`config.mk`:
```
export PLATFORM = sky130hd
export DESIGN_NAME = scaled_sprite_pixel_mapper_unit
export DESIGN_NICKNAME = d
export VERILOG_FILES = /design/src/rtl/sspm_pkg.sv /design/src/rtl/sspm_csr.sv /design/src/rtl/sspm_span.sv /design/src/rtl/sspm_place.sv /design/src/rtl/scaled_sprite_pixel_mapper_unit.sv
export SDC_FILE = /design/constraint.sdc
export NUM_CORES = 1
export LEC_CHECK = 0
export ABC_AREA = 1
export BUFFER_PORTS_ARGS = -buffer_cell sky130_fd_sc_hd__clkbuf_2
export CAP_MARGIN = 20
export CORE_MARGIN = 1.5
export CORE_UTILIZATION = 45
export CTS_BUF_LIST = sky130_fd_sc_hd__clkbuf_8 sky130_fd_sc_hd__clkbuf_16
export CTS_CLUSTER_SIZE = 40
export DETAILED_ROUTE_END_ITERATION = 10
export GPL_TIMING_DRIVEN = 1
export SKIP_CTS_REPAIR_TIMING = 1
export SYNTH_ARGS = -nofsm -noshare
export SYNTH_HDL_FRONTEND = slang
export SYNTH_HIERARCHICAL = 1
export SYNTH_SLANG_ARGS = --single-unit
export TNS_END_PERCENT = 10
```
`constraint.sdc`:
```
create_clock -name clock -period 29.8 [get_ports clock]
set_clock_uncertainty 0.05 [all_clocks]
set_input_delay 1.49 -clock clock [delete_from_list [all_inputs] [get_ports clock]]
set_output_delay 1.49 -clock clock [all_outputs]
set_load 0.05 [all_outputs]
```
`src/rtl/sspm_pkg.sv`:
```
`timescale 1ns / 1ps
package sspm_pkg;

   localparam int SCREEN_W = 128;
   localparam int SCREEN_H = 128;
   localparam int DESIGN_W = 320;
   localparam int DESIGN_H = 200;

   localparam int COL_W      = 10;
   localparam int ROW_W      = 8;
   localparam int COLOUR_W   = 8;
   localparam int ORG_W      = 13;
   localparam int DEST_W     = 7;
   localparam int CSR_IDX_W  = 3;
   localparam int CSR_DATA_W = 13;

   localparam logic [ROW_W-1:0] END_MARK = 8'hff;

   // numerator width of the constant dividers, remainder width, screen position width
   localparam int NUM_W  = 21;
   localparam int REM_W  = 9;
   localparam int POS_W  = 16;
   localparam int KX_W   = 11;
   localparam int SPAN_W = 9;

   localparam logic [NUM_W-1:0] RECIP_W = NUM_W'((longint'(1) << NUM_W) / DESIGN_W);
   localparam logic [NUM_W-1:0] RECIP_H = NUM_W'((longint'(1) << NUM_W) / DESIGN_H);

   typedef enum logic [CSR_IDX_W-1:0] {
      CSR_ORIGIN_X     = 3'd0,
      CSR_ORIGIN_Y     = 3'd1,
      CSR_SPRITE_WIDTH = 3'd2,
      CSR_MIRROR       = 3'd3
   } csr_index_type;

   typedef struct packed {
      logic [NUM_W-1:0] quo;
      logic [REM_W-1:0] rem;
   } quorem_type;

   typedef struct packed {
      logic                    mirror;
      logic [COL_W-1:0]        sprite_width;
      logic signed [POS_W-1:0] dx0;
      logic signed [POS_W-1:0] dy0;
      logic [COL_W-1:0]        kmax;
   } cfg_type;

   typedef struct packed {
      logic                ok;
      logic                col_sel;
      logic                row_sel;
      logic [KX_W-1:0]     k;
      logic [SPAN_W-1:0]   ytop_off;
      logic [SPAN_W-1:0]   ybot_off;
      logic [SPAN_W-1:0]   j;
      logic [COLOUR_W-1:0] colour;
   } span_type;

   // floor division by the design width or height: reciprocal estimate, one correction
   function automatic quorem_type div_design(input logic [NUM_W-1:0] num, input logic by_h);
      logic [2*NUM_W-1:0] prod;
      logic [NUM_W-1:0]   recip;
      logic [NUM_W-1:0]   dsr;
      logic [NUM_W-1:0]   quo;
      logic [NUM_W-1:0]   rest;
      quorem_type         res;
      recip = by_h ? RECIP_H : RECIP_W;
      dsr   = by_h ? NUM_W'(DESIGN_H) : NUM_W'(DESIGN_W);
      prod  = (2*NUM_W)'(num) * (2*NUM_W)'(recip);
      quo   = prod[2*NUM_W-1:NUM_W];
      rest  = num - NUM_W'(quo * dsr);
      if (rest >= dsr) begin
         quo  = quo + 1'b1;
         rest = rest - dsr;
      end
      res.quo = quo;
      res.rem = rest[REM_W-1:0];
      return res;
   endfunction

endpackage

```
`src/rtl/sspm_csr.sv`:
```
`timescale 1ns / 1ps
module sspm_csr (
   input  logic                              clock,
   input  logic                              reset,
   input  logic                              csr_valid,
   output logic                              csr_ready,
   input  logic [sspm_pkg::CSR_IDX_W-1:0]    csr_index,
   input  logic [sspm_pkg::CSR_DATA_W-1:0]   csr_wdata,
   output sspm_pkg::cfg_type                 cfg
);
   import sspm_pkg::*;

   cfg_type                 cfg_ff;
   cfg_type                 cfg_in;
   logic signed [ORG_W-1:0] org;
   logic [ORG_W-1:0]        org_mag;
   quorem_type              org_qx;
   quorem_type              org_qy;
   quorem_type              wid_q;
   logic [POS_W-1:0]        org_x_mag;
   logic [POS_W-1:0]        org_y_mag;
   logic signed [POS_W-1:0] org_x_scaled;
   logic signed [POS_W-1:0] org_y_scaled;

   assign csr_ready = 1'b1;
   assign cfg       = cfg_ff;

   // origin scaling truncates toward zero: divide the magnitude, restore the sign
   always_comb begin
      org       = signed'(csr_wdata[ORG_W-1:0]);
      org_mag   = org[ORG_W-1] ? ORG_W'(-org) : ORG_W'(org);
      org_qx    = div_design(NUM_W'(org_mag) * NUM_W'(SCREEN_W), 1'b0);
      org_qy    = div_design(NUM_W'(org_mag) * NUM_W'(SCREEN_H), 1'b1);
      org_x_mag = POS_W'(org_qx.quo);
      org_y_mag = POS_W'(org_qy.quo);
      org_x_scaled = org[ORG_W-1] ? signed'(-org_x_mag) : signed'(org_x_mag);
      org_y_scaled = org[ORG_W-1] ? signed'(-org_y_mag) : signed'(org_y_mag);
      wid_q     = div_design(NUM_W'(csr_wdata[COL_W-1:0]) * NUM_W'(SCREEN_W), 1'b0);
   end

   always_comb begin
      cfg_in = cfg_ff;
      if (csr_valid) begin
         case (csr_index)
            CSR_ORIGIN_X: begin
               cfg_in.dx0 = org_x_scaled;
            end
            CSR_ORIGIN_Y: begin
               cfg_in.dy0 = org_y_scaled;
            end
            CSR_SPRITE_WIDTH: begin
               cfg_in.sprite_width = csr_wdata[COL_W-1:0];
               cfg_in.kmax         = COL_W'(wid_q.quo);
            end
            CSR_MIRROR: begin
               cfg_in.mirror = csr_wdata[0];
            end
            default: begin
            end
         endcase
      end
   end

   always_ff @(posedge clock) begin
      if (reset) begin
         cfg_ff <= '0;
      end else begin
         cfg_ff <= cfg_in;
      end
   end

endmodule

```
`src/rtl/sspm_span.sv`:
```
`timescale 1ns / 1ps
module sspm_span (
   input  logic                              clock,
   input  logic                              reset,
   input  logic                              req_valid,
   output logic                              req_stall,
   input  logic [sspm_pkg::COL_W-1:0]        req_src_column,
   input  logic [sspm_pkg::ROW_W-1:0]        req_post_top,
   input  logic [sspm_pkg::ROW_W-1:0]        req_post_length,
   input  logic [sspm_pkg::ROW_W-1:0]        req_row_in_post,
   input  logic [sspm_pkg::COLOUR_W-1:0]     req_colour,
   input  sspm_pkg::cfg_type                 cfg,
   input  logic                              mid_ready,
   output logic                              mid_valid,
   output sspm_pkg::span_type                mid
);
   import sspm_pkg::*;

   logic                s1_valid_ff, s1_valid_in;
   logic [COL_W-1:0]    s1_col_ff, s1_col_in;
   logic [ROW_W-1:0]    s1_top_ff, s1_top_in;
   logic [ROW_W-1:0]    s1_len_ff, s1_len_in;
   logic [ROW_W-1:0]    s1_row_ff, s1_row_in;
   logic [COLOUR_W-1:0] s1_colour_ff, s1_colour_in;
   logic                mid_valid_ff, mid_valid_in;
   span_type            mid_ff, mid_in;
   span_type            calc;
   logic                mid_adv;
   logic [COL_W-1:0]    cp;
   quorem_type          qc, qt, qb, qr;

   assign mid_adv   = !mid_valid_ff || mid_ready;
   assign req_stall = s1_valid_ff && !mid_adv;
   assign mid_valid = mid_valid_ff;
   assign mid       = mid_ff;

   always_comb begin
      s1_valid_in  = s1_valid_ff;
      s1_col_in    = s1_col_ff;
      s1_top_in    = s1_top_ff;
      s1_len_in    = s1_len_ff;
      s1_row_in    = s1_row_ff;
      s1_colour_in = s1_colour_ff;
      if (!req_stall) begin
         s1_valid_in  = req_valid;
         s1_col_in    = req_src_column;
         s1_top_in    = req_post_top;
         s1_len_in    = req_post_length;
         s1_row_in    = req_row_in_post;
         s1_colour_in = req_colour;
      end
   end

   // column and row selection: ceil quotient picks the destination, remainder tells
   // whether that destination maps back to this source position
   always_comb begin
      cp = cfg.mirror ? (cfg.sprite_width - COL_W'(1) - s1_col_ff) : s1_col_ff;
      qc = div_design(NUM_W'(cp) * NUM_W'(SCREEN_W), 1'b0);
      qt = div_design(NUM_W'(s1_top_ff) * NUM_W'(SCREEN_H), 1'b1);
      qb = div_design(NUM_W'(NUM_W'(s1_top_ff) + NUM_W'(s1_len_ff)) * NUM_W'(SCREEN_H), 1'b1);
      qr = div_design(NUM_W'(s1_row_ff) * NUM_W'(SCREEN_H), 1'b1);

      calc.ok       = (s1_col_ff < cfg.sprite_width) && (s1_top_ff != END_MARK)
                      && (s1_row_ff < s1_len_ff);
      calc.col_sel  = (qc.rem == '0) || (qc.rem > REM_W'(DESIGN_W - SCREEN_W));
      calc.k        = KX_W'(qc.quo) + KX_W'(qc.rem != '0);
      calc.ytop_off = SPAN_W'(qt.quo);
      calc.ybot_off = SPAN_W'(qb.quo);
      calc.row_sel  = (qr.rem == '0) || (qr.rem > REM_W'(DESIGN_H - SCREEN_H));
      calc.j        = SPAN_W'(qr.quo) + SPAN_W'(qr.rem != '0);
      calc.colour   = s1_colour_ff;
   end

   always_comb begin
      mid_valid_in = mid_valid_ff;
      mid_in       = mid_ff;
      if (mid_adv) begin
         mid_valid_in = s1_valid_ff;
         mid_in       = calc;
      end
   end

   always_ff @(posedge clock) begin
      if (reset) begin
         s1_valid_ff  <= 1'b0;
         mid_valid_ff <= 1'b0;
      end else begin
         s1_valid_ff  <= s1_valid_in;
         mid_valid_ff <= mid_valid_in;
      end
   end

   always_ff @(posedge clock) begin
      s1_col_ff    <= s1_col_in;
      s1_top_ff    <= s1_top_in;
      s1_len_ff    <= s1_len_in;
      s1_row_ff    <= s1_row_in;
      s1_colour_ff <= s1_colour_in;
      mid_ff       <= mid_in;
   end

   a_s1_hold: assert property (@(posedge clock) disable iff (reset)
      s1_valid_ff && !mid_adv |=> s1_valid_ff && $stable(s1_col_ff) && $stable(s1_row_ff))
      else $error("input stage lost a held transaction");

   a_span_order: assert property (@(posedge clock) disable iff (reset)
      mid_valid_ff && mid_ff.ok |-> mid_ff.ybot_off >= mid_ff.ytop_off)
      else $error("post span end above its start");

   a_mid_hold: assert property (@(posedge clock) disable iff (reset)
      mid_valid_ff && !mid_ready |=> mid_valid_ff && $stable(mid_ff))
      else $error("middle stage changed while held");

endmodule

```
`src/rtl/sspm_place.sv`:
```
`timescale 1ns / 1ps
module sspm_place (
   input  logic                              clock,
   input  logic                              reset,
   input  sspm_pkg::cfg_type                 cfg,
   input  logic                              mid_valid,
   input  sspm_pkg::span_type                mid,
   output logic                              mid_ready,
   output logic                              rsp_valid,
   input  logic                              rsp_stall,
   output logic [sspm_pkg::DEST_W-1:0]       rsp_dest_x,
   output logic [sspm_pkg::DEST_W-1:0]       rsp_dest_y,
   output logic [sspm_pkg::COLOUR_W-1:0]     rsp_dest_colour
);
   import sspm_pkg::*;

   logic                    out_valid_ff, out_valid_in;
   logic [DEST_W-1:0]       dest_x_ff, dest_x_in;
   logic [DEST_W-1:0]       dest_y_ff, dest_y_in;
   logic [COLOUR_W-1:0]     dest_colour_ff, dest_colour_in;
   logic                    out_move;
   logic signed [POS_W-1:0] dx, dy;
   logic                    k_ok, span_ok, x_ok, y_ok, hit;

   assign out_move        = !out_valid_ff || !rsp_stall;
   assign mid_ready       = out_move;
   assign rsp_valid       = out_valid_ff;
   assign rsp_dest_x      = dest_x_ff;
   assign rsp_dest_y      = dest_y_ff;
   assign rsp_dest_colour = dest_colour_ff;

   always_comb begin
      dx      = cfg.dx0 + signed'(POS_W'(mid.k));
      dy      = cfg.dy0 + signed'(POS_W'(mid.ytop_off)) + signed'(POS_W'(mid.j));
      k_ok    = mid.k <= KX_W'(cfg.kmax);
      span_ok = ((SPAN_W+1)'(mid.ytop_off) + (SPAN_W+1)'(mid.j)) < (SPAN_W+1)'(mid.ybot_off);
      x_ok    = (dx >= 0) && (dx < signed'(POS_W'(SCREEN_W)));
      y_ok    = (dy >= 0) && (dy < signed'(POS_W'(SCREEN_H)));
      hit     = mid.ok && mid.col_sel && mid.row_sel && k_ok && span_ok && x_ok && y_ok;
   end

   always_comb begin
      out_valid_in   = out_valid_ff;
      dest_x_in      = dest_x_ff;
      dest_y_in      = dest_y_ff;
      dest_colour_in = dest_colour_ff;
      if (out_move) begin
         out_valid_in   = mid_valid && hit;
         dest_x_in      = dx[DEST_W-1:0];
         dest_y_in      = dy[DEST_W-1:0];
         dest_colour_in = mid.colour;
      end
   end

   always_ff @(posedge clock) begin
      if (reset) begin
         out_valid_ff <= 1'b0;
      end else begin
         out_valid_ff <= out_valid_in;
      end
   end

   always_ff @(posedge clock) begin
      dest_x_ff      <= dest_x_in;
      dest_y_ff      <= dest_y_in;
      dest_colour_ff <= dest_colour_in;
   end

   a_col_drop: assert property (@(posedge clock) disable iff (reset)
      mid_valid && mid_ready && !mid.col_sel |=> !out_valid_ff)
      else $error("unselected column produced a write");

   a_hit_kept: assert property (@(posedge clock) disable iff (reset)
      mid_valid && mid_ready && hit |=> out_valid_ff)
      else $error("selected pixel lost");

endmodule

```
`src/rtl/scaled_sprite_pixel_mapper_unit.sv`:
```
`timescale 1ns / 1ps
// channel  direction  handshake          payload
// req      in         valid / stall      src_column, post_top, post_length, row_in_post, colour
// rsp      out        valid / stall      dest_x, dest_y, dest_colour
// csr      in         valid / ready      index, wdata
//
// One transaction per cycle sustained while rsp_stall is low; a result passes through the input
// register, span register and result register.
// Transactions that select no screen position produce no rsp transaction.
// Synchronous active-high reset clears all valids and config registers to zero.
// rsp_stall holds the result register; stall ripples back stage by stage to req_stall.
// csr is always ready; origin and width scaling are folded in at the write.
module scaled_sprite_pixel_mapper_unit (
   input  logic                              clock,
   input  logic                              reset,
   input  logic                              req_valid,
   output logic                              req_stall,
   input  logic [sspm_pkg::COL_W-1:0]        req_src_column,
   input  logic [sspm_pkg::ROW_W-1:0]        req_post_top,
   input  logic [sspm_pkg::ROW_W-1:0]        req_post_length,
   input  logic [sspm_pkg::ROW_W-1:0]        req_row_in_post,
   input  logic [sspm_pkg::COLOUR_W-1:0]     req_colour,
   output logic                              rsp_valid,
   input  logic                              rsp_stall,
   output logic [sspm_pkg::DEST_W-1:0]       rsp_dest_x,
   output logic [sspm_pkg::DEST_W-1:0]       rsp_dest_y,
   output logic [sspm_pkg::COLOUR_W-1:0]     rsp_dest_colour,
   input  logic                              csr_valid,
   output logic                              csr_ready,
   input  logic [sspm_pkg::CSR_IDX_W-1:0]    csr_index,
   input  logic [sspm_pkg::CSR_DATA_W-1:0]   csr_wdata
);
   import sspm_pkg::*;

   cfg_type  cfg;
   span_type mid;
   logic     mid_valid;
   logic     mid_ready;

   sspm_csr u_csr (
      .clock     (clock),
      .reset     (reset),
      .csr_valid (csr_valid),
      .csr_ready (csr_ready),
      .csr_index (csr_index),
      .csr_wdata (csr_wdata),
      .cfg       (cfg)
   );

   sspm_span u_span (
      .clock           (clock),
      .reset           (reset),
      .req_valid       (req_valid),
      .req_stall       (req_stall),
      .req_src_column  (req_src_column),
      .req_post_top    (req_post_top),
      .req_post_length (req_post_length),
      .req_row_in_post (req_row_in_post),
      .req_colour      (req_colour),
      .cfg             (cfg),
      .mid_ready       (mid_ready),
      .mid_valid       (mid_valid),
      .mid             (mid)
   );

   sspm_place u_place (
      .clock           (clock),
      .reset           (reset),
      .cfg             (cfg),
      .mid_valid       (mid_valid),
      .mid             (mid),
      .mid_ready       (mid_ready),
      .rsp_valid       (rsp_valid),
      .rsp_stall       (rsp_stall),
      .rsp_dest_x      (rsp_dest_x),
      .rsp_dest_y      (rsp_dest_y),
      .rsp_dest_colour (rsp_dest_colour)
   );

endmodule
```
==> flow_metrics.env, run 1 <==
export IMPL_status="completed"
export IMPL_worstSetupEndpointType="flop"
export IMPL_place_gp_congestion=0.931
export IMPL_first_global_vias=30400
export IMPL_avgSynthCellArea_um2=7.50
export IMPL_worst_ep_required_time_ps=30110
export IMPL_relSlewSlack_pct=34.9
export IMPL_fp_row_count=105
export IMPL_synth_async_reset_ratio_pct=0
export IMPL_cts_htree_levels=4
export IMPL_syn_instance_count=4956
export IMPL_hold_path_end="u_span/mid[7]"
export IMPL_critical_path_class="input pin to flop"
export IMPL_fmax_mhz=77.4
export IMPL_start_util_pct=45.4
export IMPL_synth_top_cells_by_area="ha_1 (27%), fa_1 (13%), nand2_1 (10%)"
export IMPL_cts_path_max_buffers=2
export IMPL_worstSkewPairLatency_ps=460
export IMPL_master_cell_of_the_clock_root_buffer="clkbuf_16"
export IMPL_timing_hold_worst_path_depth=0
export IMPL_yosysWarningCount=6
export IMPL_tightest_slew_ps=977
export IMPL_detail_route_iter0_violations=1695
export IMPL_cts_sinks=169
export IMPL_crit_arrival_ps=13230
export IMPL_layout_cells_sized_above_1_pct=6.40
export IMPL_rr_endpoint="u_span/mid[41]"
export IMPL_worst_path_max_fanout=22
export IMPL_track_usage_pct=22.5
export IMPL_layout_cell_area_non_filler_um2=39600
export IMPL_dieWidth_um=290
export IMPL_netlist_area_leader_share_pct=27.4
export IMPL_finalSetupTns_ps=0
export IMPL_detail_route_vias_per_cell=5.08
export IMPL_rsz0062_at_grt="no"
export IMPL_cts_buffers_inserted=17
export IMPL_flip_flop_and_latch_count_after_synthesis=169
export IMPL_proportion_of_synthesized_chip_area_in_sequential_cells_pct=12.1
export IMPL_core_area_um2=82000
export IMPL_cts_tree="yes"
export IMPL_final_setup_viol_count=0
export IMPL_buffer_ports_inserted=86
export IMPL_synth_lib_cells_used_distinct=65
export IMPL_drt_wirelength_per_cell_um=15.3
export IMPL_post_place_cells=6098
export IMPL_minimum_period_implied_by_the_final_worst_setup_slack_ps=12910
export IMPL_nets=6167
export IMPL_die_boundary_height_um=290
export IMPL_synth_enable_flop_cells=113
export IMPL_post_synth_top_count_cell="nand2_1"
export IMPL_r2r_start="u_csr/cfg[44]"
export IMPL_regToRegSetupSlack_ps=18270
export IMPL_cts_clk_slew_worst_paths_ps=80
export IMPL_ioPinCount=88
export IMPL_period_share_pct=43.3
export IMPL_grt_antenna_before_repair=4
export IMPL_cp_common_cell="nand2_1"
export IMPL_synth_fp_nets=6075
export IMPL_postRouteAntennaNets=0
export IMPL_grt_overflow_total=0
export IMPL_synth_area_leader_cell="ha_1"
export IMPL_worst_path_largest_cell_delay_ps=590
export IMPL_ys_flop_type="edfxtp_1"
export IMPL_finalHoldViolations=0
export IMPL_slew_viol_final=0
export IMPL_grt_first_pass_wirelength_um=155000
export IMPL_drt_drc_violations_left=0
export IMPL_areaGrowthSynthToFinish_pct=6.40
export IMPL_detailroute_via_count=31100
export IMPL_cap_viol_max_count=0
export IMPL_routed_wirelength_um=94100
export IMPL_drt_pass1_iterations=7
export IMPL_placed_cell_area_um2=38900
export IMPL_design_die_area_um2=84400
export IMPL_cell_area_after_synthesis_um2=37200
export IMPL_timing_reg2reg_worst_path_depth=60
export IMPL_hold_path_class="flop to flop"
export IMPL_maximum_number_of_pins_on_one_net_before_global_route_repair=52
export IMPL_finalNonFillerCells=6133
export IMPL_crit_slowest_cell="fa_1"
export IMPL_timing_hold_worst_start="u_span/s1_colour_ff[7]"
export IMPL_dp_hpwl_um=81000
export IMPL_worst_setup_path_start_kind="input pin"
export IMPL_synth_top_cells_by_count="nand2_1 (1021), inv_1 (974), ha_1 (814), a21oi_1 (295), nor2_1 (293)"
==> cells in the final DEF (no fill, tap or decap), types with 29 or more instances in the layout <==
| master | netlist | layout |
|---|---|---|
| ha_1 | 814 | 814 |
| inv_1 | 974 | 974 |
| dfxtp_1 | 56 | 56 |
| nand3_1 | 272 | 272 |
| nor3_1 | 40 | 40 |
| fa_1 | 242 | 242 |
| o21ai_0 | 123 | 122 |
| edfxtp_1 | 113 | 113 |
| o21bai_1 | 29 | 29 |
| nand3_2 | 29 | 29 |
| nand4_1 | 93 | 93 |
| xor2_1 | 146 | 146 |
| nand2_1 | 1021 | 1020 |
| a21o_1 | 29 | 29 |
| nor2_1 | 293 | 292 |
| clkbuf_2 | 0 | 86 |
| xnor2_1 | 62 | 62 |
| nand2_2 | 47 | 48 |
| a21oi_1 | 295 | 295 |
==> cell type report <==
type | count | area [um2]
fill | 8328 | 42400
multi-input combinational | 3756 | 28800
sequential | 169 | 4510
inverter | 1000 | 3760
tap | 1070 | 1340
timing repair buffer | 104 | 586
clock buffer | 17 | 425
clock inverter | 15 | 175
antenna | 2 | 5.00
==> per-stage QoR <==
| step | util, % | setup WS, ps | hold slack (ps) |
|---|---|---|---|
| detailed placement | 47.5 | 16470 | 355 |
| global placement | 47.5 | 16650 | 352 |
| floorplan | - | 18060 | 350 |
| global route | 48.3 | 15880 | 375 |
| finish | 48.3 | 16890 | 370 |
| CTS | 48.2 | 16930 | 372 |
==> how the worst max path moves through the flow <==
stage / start / to / slack [ps] / cells after the start
2_1_floorplan: csr_wdata[1] / u_csr/cfg[18] / 18060 / 57
3_3_place_gp: csr_wdata[0] / u_csr/cfg[22] / 16650 / 61
3_5_place_dp: csr_wdata[0] / u_csr/cfg[22] / 16470 / 61
4_1_cts: csr_wdata[0] / u_csr/cfg[22] / 16930 / 61
5_1_grt: csr_wdata[0] / u_csr/cfg[22] / 15880 / 61
6_report: csr_wdata[0] / u_csr/cfg[22] / 16890 / 61
==> registers in the layout (all words and copies together), names as in the netlist <==
register,count
u_span/s1_len_ff,8
u_place/rsp_dest_x,7
u_span/s1_row_ff,8
u_place/rsp_dest_colour,8
u_span/s1_colour_ff,8
u_place/rsp_valid,1
u_csr/cfg,53
u_span/s1_col_ff,10
u_span/s1_top_ff,8
u_span/mid_valid,1
u_span/s1_valid_ff,1
u_span/mid,49
u_place/rsp_dest_y,7
==> worst max-delay path, delay by kind of cell <==
family / cells / cell delay, ps
fa+ha+maj: 13 / 4810
simple gates: 21 / 2390
compound gates: 11 / 1840
buf+inv: 12 / 1500
xor+xnor: 4 / 1150
==> layer usage <==
metal | GRT usage [%] | wire length, um | up-vias
met5 | 0 | 26 | -
met4 | 4.90 | 1880 | 4
met3 | 2.48 | 3370 | 84
met2 | 37.9 | 42900 | 478
met1 | 31.0 | 45800 | 14300
li1 | - | - | 16300
==> cells by family (layout without fill, tap and decap cells) <==
kind of cell	after synthesis	in the layout	synth area share, %
simple gates	1910	1910	23.1
other cells	2	4	0.0202
xor+xnor	210	210	4.99
fa+ha+maj	1056	1056	40.4
compound gates	578	578	8.81
buf+inv	1031	1136	10.5
flops	169	169	12.1
Power of run 1 is not shown: default switching activity piles up to over one toggle a cycle in this logic, so the estimate is an artifact.
==> run 2: changes to the inputs <==
- clock period: 29.8 -> 13.4 ns (I/O delays scaled with it)
==> flow_metrics.env, run 2 (synthesis results as in run 1) <==
export IMPL_status="completed"
export IMPL_rsz0062_at_grt="no"
export IMPL_place_gp_congestion=0.934
export IMPL_minimum_period_implied_by_the_final_worst_setup_slack_ps=11930
export IMPL_start_util_pct=45.4
export IMPL_cts_clk_slew_worst_paths_ps=70
export IMPL_multiInputGateArea_um2=28800
export IMPL_worst_path_max_fanout=22
export IMPL_relSlewSlack_pct=29.0
export IMPL_worst_setup_path_start_kind="input pin"
export IMPL_drt_drc_violations_left=0
export IMPL_areaGrowthSynthToFinish_pct=6.33
export IMPL_first_global_vias=30400
export IMPL_routed_wirelength_um=93500
export IMPL_fill_cells=8267
export IMPL_largest_register_ffs=53
export IMPL_crit_slowest_cell="xor2_1"
export IMPL_detailroute_via_count=31200
export IMPL_cts_htree_levels=4
export IMPL_finalSetupTns_ps=0
export IMPL_core_area_um2=82000
export IMPL_final_setup_viol_count=0
export IMPL_hold_path_class="input pin to flop"
export IMPL_layout_cells_sized_above_1_pct=6.42
export IMPL_dp_hpwl_um=80700
export IMPL_crit_arrival_ps=12240
export IMPL_tightest_slew_ps=1060
export IMPL_die_boundary_height_um=290
export IMPL_critical_path_class="input pin to flop"
export IMPL_layout_cells_most_common="nand2_1"
export IMPL_cts_tree="yes"
export IMPL_postRouteAntennaNets=0
export IMPL_sequential_cell_area_um2=4510
export IMPL_dieWidth_um=290
export IMPL_cts_sinks=169
export IMPL_grt_first_pass_wirelength_um=154000
export IMPL_nets=6167
export IMPL_worst_ep_required_time_ps=13710
export IMPL_slew_viol_final=0
export IMPL_detail_route_iter0_violations=1850
export IMPL_finalCoreUtilization_pct=48.2
export IMPL_finalHoldViolations=0
export IMPL_buffer_ports_inserted=86
export IMPL_grt_antenna_before_repair=4
export IMPL_maximum_number_of_pins_on_one_net_before_global_route_repair=52
export IMPL_track_usage_pct=22.5
export IMPL_detail_route_vias_per_cell=5.08
export IMPL_master_cell_of_the_clock_root_buffer="clkbuf_16"
export IMPL_worstSetupEndpointType="flop"
export IMPL_cts_buffers_inserted=17
export IMPL_worstSkewPairLatency_ps=470
export IMPL_cts_path_max_buffers=2
export IMPL_crit_buf_inv=11
export IMPL_ioPinCount=88
export IMPL_drt_pass1_iterations=6
export IMPL_cap_viol_max_count=0
export IMPL_fmax_mhz=83.8
export IMPL_fp_row_count=105
export IMPL_grt_overflow_total=0
export IMPL_drt_wirelength_per_cell_um=15.2
export IMPL_worst_path_largest_cell_delay_ps=550
export IMPL_design_die_area_um2=84400
export IMPL_cp_common_cell="nand2_1"
export IMPL_period_share_pct=89.1
export IMPL_layout_cells_most_common_list="nand2_1 (1020), inv_1 (973), ha_1 (814)"
export IMPL_crit_family="adder cells"
==> run 2: cell type report <==
class                      count  area share, %
clock inverter                15          0.411
clock buffer                  17           1.08
tap                         1070           3.39
multi-input combinational   3756           72.8
timing repair buffer         104           1.43
sequential                   169           11.4
inverter                    1000           9.50
antenna                        4         0.0253
==> run 2: worst register-to-register path, delay by kind of cell, from the launching register on <==
family / cells / cell delay [ps]
AND/OR/NAND/NOR: 26 / 2790
buffers and inverters: 9 / 810
flip-flops: 1 / 530
AO/OA/AOI/OAI: 12 / 1670
adder cells (fa/ha/maj): 11 / 4240
XOR/XNOR: 3 / 680
==> run 2: path summary, 6_finish.rpt <==
kind	startpoint	endpoint	slack (ps)	depth (start not counted)
max	csr_wdata[1]	u_csr/cfg[22]	1470	59
max reg2reg	u_csr/cfg[44]	u_span/mid[43]	2360	61
min reg2reg	u_span/mid[4]	u_place/rsp_dest_colour[4]	370	0
min	req_post_top[4]	u_span/s1_top_ff[4]	330	1
==> run 2: per-stage QoR <==
stage               hold WS (ps)  instances  cell area, um2  setup slack (ps)
detailed placement           355       6099           38900              1110
CTS                          306       6131           39500              1570
global placement             351       6099           38900              1230
floorplan                    350       4956           37200              2480
global route                 307       6133           39500               469
finish                       333       6135           39500              1470
==> run 2: per-layer routing <==
metal / track usage [%] / routed length, um / vias to the layer above
li1: - / - / 16300
met1: 31.0 / 45400 / 14300
met2: 37.5 / 42600 / 534
met3: 2.52 / 3380 / 96
met4: 5.49 / 2120 / 4
met5: 0 / 16 / -
Power of run 2 is left out for the same reason.
